<file path="config.mk">
export PLATFORM = sky130hd
export DESIGN_NAME = spherical_monomial_basis_unit
export DESIGN_NICKNAME = d
export VERILOG_FILES = /design/src/design/smb_pkg.sv /design/src/design/smb_fifo.sv /design/src/design/smb_front.sv /design/src/design/smb_back.sv /design/src/design/spherical_monomial_basis_unit.sv
export SDC_FILE = /design/constraint.sdc
export NUM_CORES = 2
export LEC_CHECK = 0
export CAP_MARGIN = 15
export CORE_UTILIZATION = 55
export DETAILED_ROUTE_END_ITERATION = 12
export DONT_BUFFER_PORTS = 1
export PLACE_DENSITY_LB_ADDON = 0.1
export SETUP_SLACK_MARGIN = 0.2
export SLEW_MARGIN = 10
export SYNTH_ARGS = -nofsm -noshare
export SYNTH_HDL_FRONTEND = slang
export SYNTH_SLANG_ARGS = --single-unit
</file>
<file path="constraint.sdc">
create_clock -name clk -period 9.8 [get_ports clk]
set_input_delay 0.98 -clock clk [delete_from_list [all_inputs] [get_ports clk]]
set_output_delay 0.98 -clock clk [all_outputs]
set_load 0.05 [all_outputs]
</file>
<file path="src/design/smb_pkg.sv">
`default_nettype none
package smb_pkg;

    // input transaction
    typedef struct packed {
        logic signed [15:0] mu;
        logic        [15:0] phi;
        logic        [15:0] radius;
    } in_item_t;

    // result transaction
    typedef struct packed {
        logic signed [15:0] value;
        logic        [5:0]  position;
        logic               last;
    } out_item_t;

    // direction components, Q1.15
    typedef struct packed {
        logic signed [15:0] x;
        logic signed [15:0] y;
        logic signed [15:0] z;
    } comp_t;

    // configuration seen by the back end
    typedef struct packed {
        logic [2:0] max_degree;
        logic [1:0] spatial_dim;
    } cfg_t;

    // register indexes (paddr[2])
    localparam logic REG_MAX_DEGREE  = 1'b0;
    localparam logic REG_SPATIAL_DIM = 1'b1;

    localparam logic [2:0] MAX_DEGREE_RESET  = 3'd0;
    localparam logic [1:0] SPATIAL_DIM_RESET = 2'd3;

    // dimension codes; anything else is 3D
    localparam logic [1:0] DIM_Z_ONLY = 2'd1;
    localparam logic [1:0] DIM_XY     = 2'd2;

    // CORDIC gain 0.607252935 as Q0.32
    localparam logic [31:0] GAIN_Q32 = 32'd2608131496;

    localparam logic signed [16:0] Q15_ONE   = 17'sd32768;
    localparam logic signed [33:0] Q15_ROUND = 34'sd16384;

    // clamp to the Q1.15 range
    function automatic logic signed [15:0] sat_q15(input logic signed [63:0] v);
        logic signed [15:0] r;
        if (v > 64'sd32767)
            r = 16'sh7fff;
        else if (v < -64'sd32768)
            r = 16'sh8000;
        else
            r = v[15:0];
        return r;
    endfunction

    // atan(2^-i) in units of 2^-32 turn
    function automatic logic [29:0] atan_turn(input logic [4:0] i);
        logic [29:0] r;
        case (i)
            5'd0:  r = 30'd536870912;
            5'd1:  r = 30'd316933406;
            5'd2:  r = 30'd167458907;
            5'd3:  r = 30'd85004756;
            5'd4:  r = 30'd42667331;
            5'd5:  r = 30'd21354465;
            5'd6:  r = 30'd10679838;
            5'd7:  r = 30'd5340245;
            5'd8:  r = 30'd2670163;
            5'd9:  r = 30'd1335087;
            5'd10: r = 30'd667544;
            5'd11: r = 30'd333772;
            5'd12: r = 30'd166886;
            5'd13: r = 30'd83443;
            5'd14: r = 30'd41722;
            5'd15: r = 30'd20861;
            5'd16: r = 30'd10430;
            5'd17: r = 30'd5215;
            5'd18: r = 30'd2608;
            5'd19: r = 30'd1304;
            5'd20: r = 30'd652;
            5'd21: r = 30'd326;
            5'd22: r = 30'd163;
            5'd23: r = 30'd81;
            5'd24: r = 30'd41;
            5'd25: r = 30'd20;
            5'd26: r = 30'd10;
            5'd27: r = 30'd5;
            5'd28: r = 30'd3;
            5'd29: r = 30'd1;
            5'd30: r = 30'd1;
            default: r = 30'd0;
        endcase
        return r;
    endfunction

endpackage
`default_nettype wire

</file>
<file path="src/design/smb_fifo.sv">
`default_nettype none
module smb_fifo #(
    parameter int WIDTH = 48,
    parameter int DEPTH = 2
) (
    input  logic             clk,
    input  logic             rst_n,
    input  logic             push,
    output logic             full,
    input  logic [WIDTH-1:0] wdata,
    input  logic             pop,
    output logic             empty,
    output logic [WIDTH-1:0] rdata
);
    localparam int AW = (DEPTH > 1) ? $clog2(DEPTH) : 1;
    localparam int NW = $clog2(DEPTH + 1);

    logic [WIDTH-1:0] entry_reg [DEPTH];
    logic [AW-1:0]    wr_ptr_reg;
    logic [AW-1:0]    rd_ptr_reg;
    logic [NW-1:0]    count_reg;
    logic             do_push;
    logic             do_pop;

    assign full    = (count_reg == NW'(DEPTH));
    assign empty   = (count_reg == '0);
    assign do_push = push && !full;
    assign do_pop  = pop && !empty;
    assign rdata   = entry_reg[rd_ptr_reg];

    // storage
    always_ff @(posedge clk)
    begin
        if (do_push)
            entry_reg[wr_ptr_reg] <= wdata;
    end

    // pointers and fill count
    always_ff @(posedge clk or negedge rst_n)
    begin
        if (!rst_n)
        begin
            wr_ptr_reg <= '0;
            rd_ptr_reg <= '0;
            count_reg  <= '0;
        end
        else
        begin
            if (do_push)
                wr_ptr_reg <= (wr_ptr_reg == AW'(DEPTH - 1)) ? '0 : wr_ptr_reg + 1'b1;
            if (do_pop)
                rd_ptr_reg <= (rd_ptr_reg == AW'(DEPTH - 1)) ? '0 : rd_ptr_reg + 1'b1;
            if (do_push && !do_pop)
                count_reg <= count_reg + 1'b1;
            else if (do_pop && !do_push)
                count_reg <= count_reg - 1'b1;
        end
    end
endmodule
`default_nettype wire

</file>
<file path="src/design/smb_front.sv">
`default_nettype none
module smb_front #(
    parameter int FRAC_BITS    = 15,
    parameter int CORDIC_STEPS = 16
) (
    input  logic             clk,
    input  logic             rst_n,
    input  logic             push,
    output logic             busy,
    input  smb_pkg::in_item_t item,
    output logic             comp_push,
    input  logic             comp_full,
    output smb_pkg::comp_t   comp
);
    localparam int F     = FRAC_BITS;
    localparam int OMW   = 2 * F + 1;
    localparam int OM_UP = (2 * F >= 30) ? 2 * F - 30 : 0;
    localparam int OM_DN = (2 * F < 30) ? 30 - 2 * F : 0;
    localparam int OMT   = 31 + OM_UP;
    localparam int RW    = F + 1;
    localparam int R_UP  = (F >= 15) ? F - 15 : 0;
    localparam int R_DN  = (F < 15) ? 15 - F : 0;
    localparam int RT    = 16 + R_UP;
    localparam int P1W   = 2 * F + 2;
    localparam int P2W   = F + 33;
    localparam int XW    = F + 4;
    localparam int SH_DN = (F > 15) ? F - 15 : 0;
    localparam int SH_UP = (F < 15) ? 15 - F : 0;
    localparam int QT    = XW + SH_UP + 1;
    localparam int RND_Q = (F > 15) ? (1 << ((F > 15) ? F - 16 : 0)) : 0;
    localparam int MAXIT = (F + 1 > CORDIC_STEPS) ? F + 1 : CORDIC_STEPS;
    localparam int CNTW  = $clog2(MAXIT + 1);

    typedef enum logic [2:0] {
        F_IDLE, F_SQRT, F_MUL1, F_MUL2, F_INIT, F_ITER, F_OUT
    } fstate_t;

    fstate_t                 state_reg;
    logic signed [15:0]      mu_reg;
    logic        [15:0]      phi_reg;
    logic        [15:0]      rad_reg;
    logic        [OMW-1:0]   sq_v_reg;
    logic        [OMW-1:0]   sq_res_reg;
    logic        [OMW-1:0]   sq_bit_reg;
    logic        [CNTW-1:0]  cnt_reg;
    logic        [P1W-1:0]   prod1_reg;
    logic        [P2W-1:0]   prod2_reg;
    logic signed [XW-1:0]    x_reg;
    logic signed [XW-1:0]    y_reg;
    logic signed [32:0]      ang_reg;
    logic signed [15:0]      comp_z_reg;

    logic signed [31:0]      mu_sq;
    logic        [30:0]      om30;
    logic        [OMT-1:0]   om_t;
    logic        [OMW:0]     sq_trial;
    logic                    sq_ge;
    logic        [RT-1:0]    r_t;
    logic        [RW-1:0]    r_val;
    logic        [P1W:0]     rho_t;
    logic        [F:0]       rho;
    logic        [P2W:0]     x0_t;
    logic        [F:0]       x0;
    logic signed [XW-1:0]    x0s;
    logic        [15:0]      phi_sum;
    logic        [1:0]       quad;
    logic        [15:0]      resid;
    logic signed [33:0]      zp;
    logic        [4:0]       idx;
    logic signed [XW-1:0]    dx;
    logic signed [XW-1:0]    dy;
    logic signed [32:0]      atan_v;
    logic signed [QT-1:0]    tx;
    logic signed [QT-1:0]    ty;

    assign busy      = (state_reg != F_IDLE);
    assign comp_push = (state_reg == F_OUT);

    // 1 - mu^2 rescaled to 2*F fraction bits
    always_comb
    begin
        mu_sq = item.mu * item.mu;
        om30  = 31'(32'd1073741824 - $unsigned(mu_sq));
        om_t  = (OMT'(om30) << OM_UP) >> OM_DN;
    end

    // one square-root step
    always_comb
    begin
        sq_trial = {1'b0, sq_res_reg} + {1'b0, sq_bit_reg};
        sq_ge    = ({1'b0, sq_v_reg} >= sq_trial);
    end

    // radius, rho and gain scaling
    always_comb
    begin
        r_t   = (RT'(rad_reg) << R_UP) >> R_DN;
        r_val = RW'(r_t);
        rho_t = (P1W + 1)'(prod1_reg) + (P1W + 1)'(1 << (F - 1));
        rho   = (F + 1)'(rho_t >> F);
        x0_t  = (P2W + 1)'(prod2_reg) + (P2W + 1)'(33'h0_8000_0000);
        x0    = (F + 1)'(x0_t >> 32);
        x0s   = XW'($signed({1'b0, x0}));
    end

    // quadrant, residual angle and z product
    always_comb
    begin
        phi_sum = phi_reg + 16'h2000;
        quad    = phi_sum[15:14];
        resid   = phi_reg - {quad, 14'b0};
        zp      = $signed({{18{mu_reg[15]}}, mu_reg}) * $signed({18'b0, rad_reg});
    end

    // CORDIC step operands
    always_comb
    begin
        idx    = 5'(cnt_reg);
        dx     = y_reg >>> idx;
        dy     = x_reg >>> idx;
        atan_v = $signed({3'b0, smb_pkg::atan_turn(idx)});
    end

    // round to Q1.15 and saturate
    always_comb
    begin
        tx = (QT'(x_reg) + QT'(RND_Q)) >>> SH_DN;
        tx = tx <<< SH_UP;
        ty = (QT'(y_reg) + QT'(RND_Q)) >>> SH_DN;
        ty = ty <<< SH_UP;
        comp.x = smb_pkg::sat_q15(64'(tx));
        comp.y = smb_pkg::sat_q15(64'(ty));
        comp.z = comp_z_reg;
    end

    // sequencer
    always_ff @(posedge clk or negedge rst_n)
    begin
        if (!rst_n)
        begin
            state_reg  <= F_IDLE;
            mu_reg     <= '0;
            phi_reg    <= '0;
            rad_reg    <= '0;
            sq_v_reg   <= '0;
            sq_res_reg <= '0;
            sq_bit_reg <= '0;
            cnt_reg    <= '0;
            prod1_reg  <= '0;
            prod2_reg  <= '0;
            x_reg      <= '0;
            y_reg      <= '0;
            ang_reg    <= '0;
            comp_z_reg <= '0;
        end
        else
        begin
            case (state_reg)
                F_IDLE:
                begin
                    if (push)
                    begin
                        mu_reg     <= item.mu;
                        phi_reg    <= item.phi;
                        rad_reg    <= item.radius;
                        sq_v_reg   <= OMW'(om_t);
                        sq_res_reg <= '0;
                        sq_bit_reg <= OMW'(1) << (2 * F);
                        cnt_reg    <= '0;
                        state_reg  <= F_SQRT;
                    end
                end
                F_SQRT:
                begin
                    if (sq_ge)
                    begin
                        sq_v_reg   <= OMW'({1'b0, sq_v_reg} - sq_trial);
                        sq_res_reg <= (sq_res_reg >> 1) + sq_bit_reg;
                    end
                    else
                    begin
                        sq_res_reg <= sq_res_reg >> 1;
                    end
                    sq_bit_reg <= sq_bit_reg >> 2;
                    if (cnt_reg == CNTW'(F))
                        state_reg <= F_MUL1;
                    else
                        cnt_reg <= cnt_reg + 1'b1;
                end
                F_MUL1:
                begin
                    prod1_reg <= P1W'(r_val) * P1W'(sq_res_reg[F:0]);
                    state_reg <= F_MUL2;
                end
                F_MUL2:
                begin
                    prod2_reg <= P2W'(rho) * P2W'(smb_pkg::GAIN_Q32);
                    state_reg <= F_INIT;
                end
                F_INIT:
                begin
                    case (quad)
                        2'd0:
                        begin
                            x_reg <= x0s;
                            y_reg <= '0;
                        end
                        2'd1:
                        begin
                            x_reg <= '0;
                            y_reg <= x0s;
                        end
                        2'd2:
                        begin
                            x_reg <= -x0s;
                            y_reg <= '0;
                        end
                        default:
                        begin
                            x_reg <= '0;
                            y_reg <= -x0s;
                        end
                    endcase
                    ang_reg    <= $signed({resid[15], resid, 16'h0000});
                    comp_z_reg <= smb_pkg::sat_q15(64'((zp + smb_pkg::Q15_ROUND) >>> 15));
                    cnt_reg    <= '0;
                    state_reg  <= F_ITER;
                end
                F_ITER:
                begin
                    if (ang_reg >= 0)
                    begin
                        x_reg   <= x_reg - dx;
                        y_reg   <= y_reg + dy;
                        ang_reg <= ang_reg - atan_v;
                    end
                    else
                    begin
                        x_reg   <= x_reg + dx;
                        y_reg   <= y_reg - dy;
                        ang_reg <= ang_reg + atan_v;
                    end
                    if (cnt_reg == CNTW'(CORDIC_STEPS - 1))
                        state_reg <= F_OUT;
                    else
                        cnt_reg <= cnt_reg + 1'b1;
                end
                F_OUT:
                begin
                    if (!comp_full)
                        state_reg <= F_IDLE;
                end
                default:
                begin
                    state_reg <= F_IDLE;
                end
            endcase
        end
    end
endmodule
`default_nettype wire

</file>
<file path="src/design/smb_back.sv">
`default_nettype none
module smb_back #(
    parameter int MAX_DEGREE_LIMIT = 5
) (
    input  logic               clk,
    input  logic               rst_n,
    input  smb_pkg::cfg_t      cfg,
    input  logic               comp_empty,
    output logic               comp_pop,
    input  smb_pkg::comp_t     comp,
    output logic               res_push,
    input  logic               res_full,
    output smb_pkg::out_item_t result
);
    typedef enum logic {
        B_IDLE, B_CALC
    } bstate_t;

    bstate_t            state_reg;
    logic signed [15:0] x_reg;
    logic signed [15:0] y_reg;
    logic signed [15:0] z_reg;
    logic        [2:0]  deg_reg;
    logic        [2:0]  exp_a_reg;
    logic        [2:0]  exp_b_reg;
    logic        [2:0]  ra_reg;
    logic        [2:0]  rb_reg;
    logic        [2:0]  rc_reg;
    logic signed [16:0] acc_reg;
    logic        [5:0]  pos_reg;

    logic        [2:0]  dmax;
    logic               is_z_only;
    logic               is_xy;
    logic               is_last;
    logic               mul_busy;
    logic signed [15:0] operand;
    logic signed [32:0] prod;
    logic signed [33:0] prod_rnd;
    logic        [2:0]  nd;
    logic        [2:0]  na;
    logic        [2:0]  nb;

    assign dmax      = (cfg.max_degree > 3'(MAX_DEGREE_LIMIT)) ?
                       3'(MAX_DEGREE_LIMIT) : cfg.max_degree;
    assign is_z_only = (cfg.spatial_dim == smb_pkg::DIM_Z_ONLY);
    assign is_xy     = (cfg.spatial_dim == smb_pkg::DIM_XY);
    assign is_last   = (deg_reg == dmax) && (is_z_only || (exp_a_reg == deg_reg));
    assign mul_busy  = (ra_reg != '0) || (rb_reg != '0) || (rc_reg != '0);
    assign comp_pop  = (state_reg == B_IDLE) && !comp_empty;
    assign res_push  = (state_reg == B_CALC) && !mul_busy && !res_full;

    assign result.value    = smb_pkg::sat_q15(64'(acc_reg));
    assign result.position = pos_reg;
    assign result.last     = is_last;

    // shared multiplier: x first, then y, then z
    always_comb
    begin
        if (ra_reg != '0)
            operand = x_reg;
        else if (rb_reg != '0)
            operand = y_reg;
        else
            operand = z_reg;
        prod     = 33'(acc_reg) * 33'(operand);
        prod_rnd = (34'(prod) + smb_pkg::Q15_ROUND) >>> 15;
    end

    // next element in basis order
    always_comb
    begin
        nd = deg_reg + 1'b1;
        na = '0;
        nb = '0;
        if (is_z_only)
        begin
            nd = deg_reg + 1'b1;
        end
        else if (is_xy)
        begin
            if (exp_a_reg < deg_reg)
            begin
                nd = deg_reg;
                na = exp_a_reg + 1'b1;
                nb = exp_b_reg - 1'b1;
            end
            else
            begin
                nb = deg_reg + 1'b1;
            end
        end
        else
        begin
            if (exp_b_reg < deg_reg - exp_a_reg)
            begin
                nd = deg_reg;
                na = exp_a_reg;
                nb = exp_b_reg + 1'b1;
            end
            else if (exp_a_reg < deg_reg)
            begin
                nd = deg_reg;
                na = exp_a_reg + 1'b1;
            end
        end
    end

    // element sequencer
    always_ff @(posedge clk or negedge rst_n)
    begin
        if (!rst_n)
        begin
            state_reg <= B_IDLE;
            x_reg     <= '0;
            y_reg     <= '0;
            z_reg     <= '0;
            deg_reg   <= '0;
            exp_a_reg <= '0;
            exp_b_reg <= '0;
            ra_reg    <= '0;
            rb_reg    <= '0;
            rc_reg    <= '0;
            acc_reg   <= '0;
            pos_reg   <= '0;
        end
        else
        begin
            case (state_reg)
                B_IDLE:
                begin
                    if (!comp_empty)
                    begin
                        x_reg     <= comp.x;
                        y_reg     <= comp.y;
                        z_reg     <= comp.z;
                        deg_reg   <= '0;
                        exp_a_reg <= '0;
                        exp_b_reg <= '0;
                        ra_reg    <= '0;
                        rb_reg    <= '0;
                        rc_reg    <= '0;
                        acc_reg   <= smb_pkg::Q15_ONE;
                        pos_reg   <= '0;
                        state_reg <= B_CALC;
                    end
                end
                B_CALC:
                begin
                    if (mul_busy)
                    begin
                        acc_reg <= 17'(prod_rnd);
                        if (ra_reg != '0)
                            ra_reg <= ra_reg - 1'b1;
                        else if (rb_reg != '0)
                            rb_reg <= rb_reg - 1'b1;
                        else
                            rc_reg <= rc_reg - 1'b1;
                    end
                    else if (!res_full)
                    begin
                        if (is_last)
                        begin
                            state_reg <= B_IDLE;
                        end
                        else
                        begin
                            deg_reg   <= nd;
                            exp_a_reg <= na;
                            exp_b_reg <= nb;
                            ra_reg    <= na;
                            rb_reg    <= nb;
                            rc_reg    <= nd - na - nb;
                            acc_reg   <= smb_pkg::Q15_ONE;
                            pos_reg   <= pos_reg + 1'b1;
                        end
                    end
                end
                default:
                begin
                    state_reg <= B_IDLE;
                end
            endcase
        end
    end
endmodule
`default_nettype wire

</file>
<file path="src/design/spherical_monomial_basis_unit.sv">
// Channel   Ports                                   Transaction
// input     push, full, item                        push && !full
// result    empty, pop, result                      pop && !empty
// config    psel, penable, pwrite, paddr, pwdata,   psel && penable && pwrite
//           prdata, pready
//
// Front end: per sample, a bitwise square root, two multiplies and a CORDIC rotation,
// one step per cycle each.
// Back end: each element is formed on one shared Q1.15 multiplier.
// A two-entry queue parts front and back, a two-entry queue holds results.
// rst_n is asynchronous and clears all control state; no clearing pass.
// A stalled result side backs up the queues, then raises full.
`default_nettype none
module spherical_monomial_basis_unit #(
    parameter int MAX_DEGREE_LIMIT = 5,
    parameter int FRAC_BITS        = 15,
    parameter int CORDIC_STEPS     = 16
) (
    input  logic               clk,
    input  logic               rst_n,
    input  logic               push,
    output logic               full,
    input  smb_pkg::in_item_t  item,
    output logic               empty,
    input  logic               pop,
    output smb_pkg::out_item_t result,
    input  logic               psel,
    input  logic               penable,
    input  logic               pwrite,
    input  logic [2:0]         paddr,
    input  logic [31:0]        pwdata,
    output logic [31:0]        prdata,
    output logic               pready
);
    localparam int CW = $bits(smb_pkg::comp_t);
    localparam int OW = $bits(smb_pkg::out_item_t);

    logic [2:0]         max_degree_reg;
    logic [1:0]         spatial_dim_reg;
    smb_pkg::cfg_t      cfg;
    smb_pkg::comp_t     comp_in;
    smb_pkg::comp_t     comp_out;
    logic               comp_push;
    logic               comp_full;
    logic               comp_pop;
    logic               comp_empty;
    smb_pkg::out_item_t res_in;
    logic               res_push;
    logic               res_full;
    logic               front_busy;

    assign pready          = 1'b1;
    assign full            = front_busy;
    assign cfg.max_degree  = max_degree_reg;
    assign cfg.spatial_dim = spatial_dim_reg;

    // register writes
    always_ff @(posedge clk or negedge rst_n)
    begin
        if (!rst_n)
        begin
            max_degree_reg  <= smb_pkg::MAX_DEGREE_RESET;
            spatial_dim_reg <= smb_pkg::SPATIAL_DIM_RESET;
        end
        else if (psel && penable && pwrite)
        begin
            if (paddr[2] == smb_pkg::REG_MAX_DEGREE)
                max_degree_reg <= pwdata[2:0];
            else
                spatial_dim_reg <= pwdata[1:0];
        end
    end

    // register reads
    assign prdata = (paddr[2] == smb_pkg::REG_SPATIAL_DIM) ?
                    {30'b0, spatial_dim_reg} : {29'b0, max_degree_reg};

    smb_front #(
        .FRAC_BITS    (FRAC_BITS),
        .CORDIC_STEPS (CORDIC_STEPS)
    ) u_front (
        .clk       (clk),
        .rst_n     (rst_n),
        .push      (push),
        .busy      (front_busy),
        .item      (item),
        .comp_push (comp_push),
        .comp_full (comp_full),
        .comp      (comp_in)
    );

    smb_fifo #(
        .WIDTH (CW),
        .DEPTH (2)
    ) u_comp_q (
        .clk   (clk),
        .rst_n (rst_n),
        .push  (comp_push),
        .full  (comp_full),
        .wdata (comp_in),
        .pop   (comp_pop),
        .empty (comp_empty),
        .rdata (comp_out)
    );

    smb_back #(
        .MAX_DEGREE_LIMIT (MAX_DEGREE_LIMIT)
    ) u_back (
        .clk        (clk),
        .rst_n      (rst_n),
        .cfg        (cfg),
        .comp_empty (comp_empty),
        .comp_pop   (comp_pop),
        .comp       (comp_out),
        .res_push   (res_push),
        .res_full   (res_full),
        .result     (res_in)
    );

    smb_fifo #(
        .WIDTH (OW),
        .DEPTH (2)
    ) u_res_q (
        .clk   (clk),
        .rst_n (rst_n),
        .push  (res_push),
        .full  (res_full),
        .wdata (res_in),
        .pop   (pop),
        .empty (empty),
        .rdata (result)
    );
endmodule
`default_nettype wire

</file>
### Yosys cells after proc, flatten, opt, wreduce, memory -nomap -nowiden

Memory sizes are Yosys's and may differ from the RTL's. A register that Yosys moved wholly into a read port is not among the register bits.
Index checks and enable logic that the tools add are counted.

* register bits after elaboration: 367
* bits in latches: 0
* memory bits (writable): 142
* bits in read-only memories: 960
* word-level logic and storage cells: 281
* memories: 3

Memories
* (name not given): depth 32, bits a word 30, rd ports 1, clocked after memory_dff 0, write ports 0, line smb_pkg.sv:63 `case (i)`
* u_comp_q.entry_reg: depth 2, bits a word 48, rd ports 1, clocked after memory_dff 1, write ports 1, line smb_fifo.sv:18 `logic [WIDTH-1:0] entry_reg [DEPTH];`
* u_res_q.entry_reg: depth 2, bits a word 23, rd ports 1, clocked after memory_dff 0, write ports 1, line smb_fifo.sv:18

* $add $sub $neg: 37
* $mul: 5
* divide/modulo/power cells: 0
* magnitude comparators: 13
* equal/unequal tests: 31
* shift operators: 2
* multiplexer cells: 101
* bitwise logic cells: 3
* reductions and logical operators: 55

Operators with widths (count)
* case mux 31 bit (2 select lines): 3
* two-way mux 16 bit: 10
* two-way mux 31 bit: 5
* case mux 19 bit (2 select lines): 4
* two-way mux 3 bit: 38
* two-way mux 17 bit: 4
* case mux 33 bit (2 select lines): 1
* multiplier 16 x 16 -> 31 bit: 2
* greater-than comparator 19 x 16 -> 1 bit, second input constant: 3
* less-than comparator 19 x 16 -> 1 bit, second input constant: 3
* adder 48 x 32 -> 48 bit, second input constant: 1
* multiplier 16 x 29 -> 45 bit, second input constant: 1
* adder 19 bit: 2
* two-way mux 19 bit: 2
* >>> shifter 19 x 5 -> 19 bit: 2
* subtractor 19 bit: 2
* case mux 3 bit (2 select lines): 6
* adder 33 x 16 -> 34 bit, second input constant: 1
* case mux 17 bit (2 select lines): 1
* adder 33 x 31 -> 33 bit: 1
* greater-or-equal comparator 33 x 1 -> 1 bit, second input constant: 1
* multiplier 16 x 17 -> 33 bit: 1
* two-way mux 33 bit: 1
* subtractor 33 x 31 -> 33 bit: 1
* other kinds (54): 151

### Longest topological paths before layout

* depth after elaboration: 11
* mapped depth: 32
* gate-level depth less buffers: 31

### Hierarchy

From an unflattened synthesis, not the netlist that was laid out.

* cell total of the unflattened synthesis: 8174
* area, all modules: 75359.8 sq um

Modules (own cells, without submodules)
* smb_front: instances 1, cells an instance 6156, area each 54265.8 sq um
* smb_back: instances 1, cells an instance 1712, area each 14933.1 sq um
* smb_fifo at u_comp_q: instances 1, cells an instance 168, area each 3706.1 sq um
* smb_fifo at u_res_q: instances 1, cells an instance 91, area each 1959.4 sq um
* spherical_monomial_basis_unit: instances 1, cells an instance 47, area each 495.5 sq um

### Worst setup path after synthesis

OpenSTA, ideal clock, no wires.

* path kind: register to register
* start: register u_back.ra_reg[0]
* end: register u_back.acc_reg[16]
* setup time: 70 ps
* arrival: 8026 ps
* required time: 9730 ps
* slack: 1704 ps
* cell stages (with the launch flop): 32
* path buffers: 4
* period minus slack after synthesis: 8096 ps
* cell sequence: dfrtp_1 inv_1 ha_1 ha_1 clkbuf_1 clkbuf_1 buf_1 nor2_1 a31oi_1 clkbuf_1 nand2_1 fa_1 inv_1 fa_1 inv_1 fa_1 fa_1 inv_1 fa_1 fa_1 ha_1 a2111o_1 a21oi_1 nand2_1 a41o_1 nand3_1 a31oi_1 o31ai_1 a31oi_1 a311o_1 a2111oi_0 nand3b_1

* cells in the longest elaborated chain, start to end: 6
* elaborated cells between the ends (all ways): 11
* classes of those cells: 1 x add/sub; 1 x mul; 2 x eq/ne; 3 x mux; 4 x reduce/logical

RTL lines
* start, declared: line smb_back.sv:26 `logic [2:0] ra_reg;`
* start signal, assigned: line smb_back.sv:154 `ra_reg <= ra_reg - 1'b1;`
* start signal, assigned: line smb_back.sv:171 `ra_reg <= na;`
* nonzero test 3 bit (*): line smb_back.sv:49, smb_back.sv:60
* two-way mux 16 bit: line smb_back.sv:60 `if (ra_reg != '0)`
* multiplier 17 x 16 -> 32 bit: line smb_back.sv:66 `prod = 33'(acc_reg) * 33'(operand);`
* adder 32 x 16 -> 32 bit: line smb_back.sv:67 `prod_rnd = (34'(prod) + smb_pkg::Q15_ROUND) >>> 15;`
* two-way mux 17 bit: line smb_back.sv:150 `if (mul_busy)`
* case mux 17 bit (2 select lines): line smb_back.sv:129 `case (state_reg)`
* end signal, assigned: line smb_back.sv:143 `acc_reg <= smb_pkg::Q15_ONE;`
* end signal, assigned: line smb_back.sv:152 `acc_reg <= 17'(prod_rnd);`
* end signal, assigned: line smb_back.sv:174 `acc_reg <= smb_pkg::Q15_ONE;`
* end, declared: line smb_back.sv:29 `logic signed [16:0] acc_reg;`

Mark *: on every way between the ends. The rest lies on a longest branch, timed or not.
A chain may end at the register's enable or synchronous reset.

### Worst setup path in the final report

Ends and elaborated chain as after synthesis.

==> flow_metrics.py <==
metrics = {
    "route": {
        "via_per_inst": 5.60,
        "detail_route.iter0.violations": 3319,
        "ant_nets": 0,
        "vias": 54700,
        "routed_wl_um": 181000,
        "remaining_drc_errors": 0,
        "first_pass_iters": 8,
        "avgRoutedWirePerCell_um": 18.5,
    },
    "cts": {
        "cts_buffers": 66,
        "cts.sinks": 500,
        "cts_tree": "built",
        "cts_max_level": 3,
        "cts_root_buf": "clkbuf_16",
        "clk_latency_ps": 680,
        "post_cts.repair.setup_buffers": 0,
        "path_clk_slew_ps": 60,
        "clk_path_buf_depth": 3,
    },
    "timing": {
        "final-setup-viol-count": 0,
        "fin_crit_sh_pct": 86.7,
        "finalMaxSlewViolations": 0,
        "fin_crit_ps": 8500,
        "tns_ps": 0,
        "hold_viol": 0,
        "relSlewSlack_pct": 23.5,
        "clock_skew_ps": 39.3,
        "tightest_slew_ps": 1150,
        "fmax_mhz": 118,
        "rsz0062_at_grt": "false",
    },
    "floorplanning": {
        "core-area_um2": 134000,
        "die_y_um": 370,
        "ioPinCount": 148,
        "dieArea_um2": 137000,
        "die_w_um": 370,
        "start_util_pct": 55.7,
        "num_rows": 134,
    },
    "critical_path": {
        "worstPathArrival_ps": 9070,
        "critPathKind": "reg2reg",
        "crit_buf_inv": 6,
        "max_stage_delay_ps": 830,
        "cp_slowest_cell": "ha_1",
        "endpoint_kind": "flip-flop",
        "path_common_cell": "fa_1",
        "crit_fanout": 27,
        "cp_top_family": "adder cells",
        "cp.required_ps": 10380,
        "cp-start-kind": "flip-flop",
    },
    "synth": {
        "synth_top_area_share_pct": 29.0,
        "synth-xor-area-share_pct": 4.69,
        "synth_fa_ha_area_share_pct": 40.9,
        "syn_area_um2": 74600,
        "synth_edf_count": 142,
        "synth-compound-area-share_pct": 10.1,
        "synth_flop_cell": "dfrtp_1",
        "yosysTopAreaCell": "fa_1",
        "ys_top_cells_by_area": "fa_1, dfrtp_1, ha_1",
        "synth_seq_cells": 500,
        "yosys-mux-area-fraction_pct": 3.44,
        "seq_area_frac_synth_pct": 17.7,
        "synthDistinctLibCells": 98,
        "syn_avg_cell_area_um2": 9.15,
        "yosys.area_share.simple_pct": 13.8,
        "synth_top_family_by_area": "adder cells",
        "synthArstFlopShare_pct": 71.6,
        "synthCells": 8154,
        "yosys_warnings": 0,
    },
    "placed_design": {
        "io_buffers": 0,
        "gp_congestion": 0.938,
        "place_hpwl_um": 139000,
    },
    "layout": {
        "layout_commonest_cell": "inv_1",
        "area_delta_synth_final_pct": 4.92,
        "largest_register_ffs": 96,
        "drive_gt1_share_pct": 4.76,
        "layout_common_cells": "inv_1, fa_1, nand2_1, ha_1, o21ai_0",
        "nNetsFinal": 9817,
        "fillers": 11900,
    },
    "global_routing": {
        "grt_pass1_vias": 57600,
        "grt_first_pass_wirelength_um": 302000,
        "grt_usage_pct": 27.4,
        "grt_overflow_total": 0,
        "grt_max_degree": 226,
        "antenna_found_initial": 9,
    },
    "job": {
        "cap_viol_max_count": 0,
    },
    "hold_path": {
        "worstHoldPathType": "in2async",
    },
    "run_status": {
        "status": "completed",
    },
}
-- worst reg2reg max path: cells and delay by family, from the launching register on --
family / cells / cell delay, ps
AND/OR/NAND/NOR: 5 / 590
adder cells (fa/ha/maj): 9 / 4300
buffers and inverters: 6 / 680
AO/OA/AOI/OAI: 9 / 2460
flip-flops: 1 / 370
-- routing by layer --
layer,GRT usage [%],wire [µm],up-vias
li1,-,-,25600
met1,37.9,79800,27500
met2,45.7,86800,1303
met3,3.51,10100,265
met4,6.39,3800,4
met5,0,27,-
-- final timing paths --
check | end | slack [ps] | from | depth (start not counted)
min reg2reg | u_comp_q.entry_reg[0][2] | 470 | u_front.comp_z_reg[2] | 0
min | u_back.x_reg[3] | 80 | rst_n | 0
max in group asynchronous | u_comp_q.rd_ptr_reg | 8790 | rst_n | 1
max | u_back.acc_reg[16] | 1300 | u_back.ra_reg[0] | 29
max reg2reg | u_back.acc_reg[16] | 1300 | u_back.ra_reg[0] | 29
min in group clk | u_front.cnt_reg[3] | 410 | push | 1
-- synth_stat cells (all sizes together), types with 32 or more instances --
library cell,number
inv,1388
fa,1081
nand2,1060
ha,709
o21ai,407
dfrtp,356
and2,347
nor2,346
clkbuf,323
a21oi,314
xnor2,265
edfxtp,142
xor2,135
nand3,131
mux2,88
buf,87
mux2i,84
a31oi,76
o21a,71
nor3,65
a21o,60
nor2b,58
nand2b,52
and3,40
a211oi,36
mux4,32
-- final cells by class --
cell class | instances | area, µm² | area share [%]
antenna | 5 | 12.5 | 0.0160
clock buffer | 83 | 1760 | 2.24
clock inverter | 39 | 519 | 0.663
inverter | 1393 | 5230 | 6.68
multi-input combinational | 5879 | 54600 | 69.7
sequential | 500 | 13200 | 16.9
tap | 1768 | 2210 | 2.83
timing repair buffer | 97 | 748 | 0.956
-- cells by family after synthesis --
group                      after synthesis
AOI/OAI and AO/OA                     1229
xor gates and xnor gates               400
muxes                                  204
adders and majority gates             1791
other                                    2
DFF                                    500
and+or+nand+nor                       2225
buffers and inverters                 1803
-- stage by stage --
stage | std cells | hold WS [ps] | utilization [%] | worst slack [ps] | cell area (µm²)
after global placement | 9636 | 452 | 56.7 | 1400 | 76000
after floorplan | 8182 | 442 | - | 1700 | 74700
after global routing | 9760 | 39.7 | 58.4 | 568 | 78300
after CTS | 9759 | 20.6 | 58.4 | 1260 | 78300
final | 9764 | 82.7 | 58.4 | 1300 | 78300
after detailed placement | 9636 | 460 | 56.7 | 1330 | 76000
-- timing repair --
item                      4_1_cts  5_1_grt
resized for setup               0        0
hold buffers                    1        0
hold endpoints to repair      134        0
Power is not shown: default switching activity piles up to over one toggle a cycle in this logic, so the estimate is an artifact.
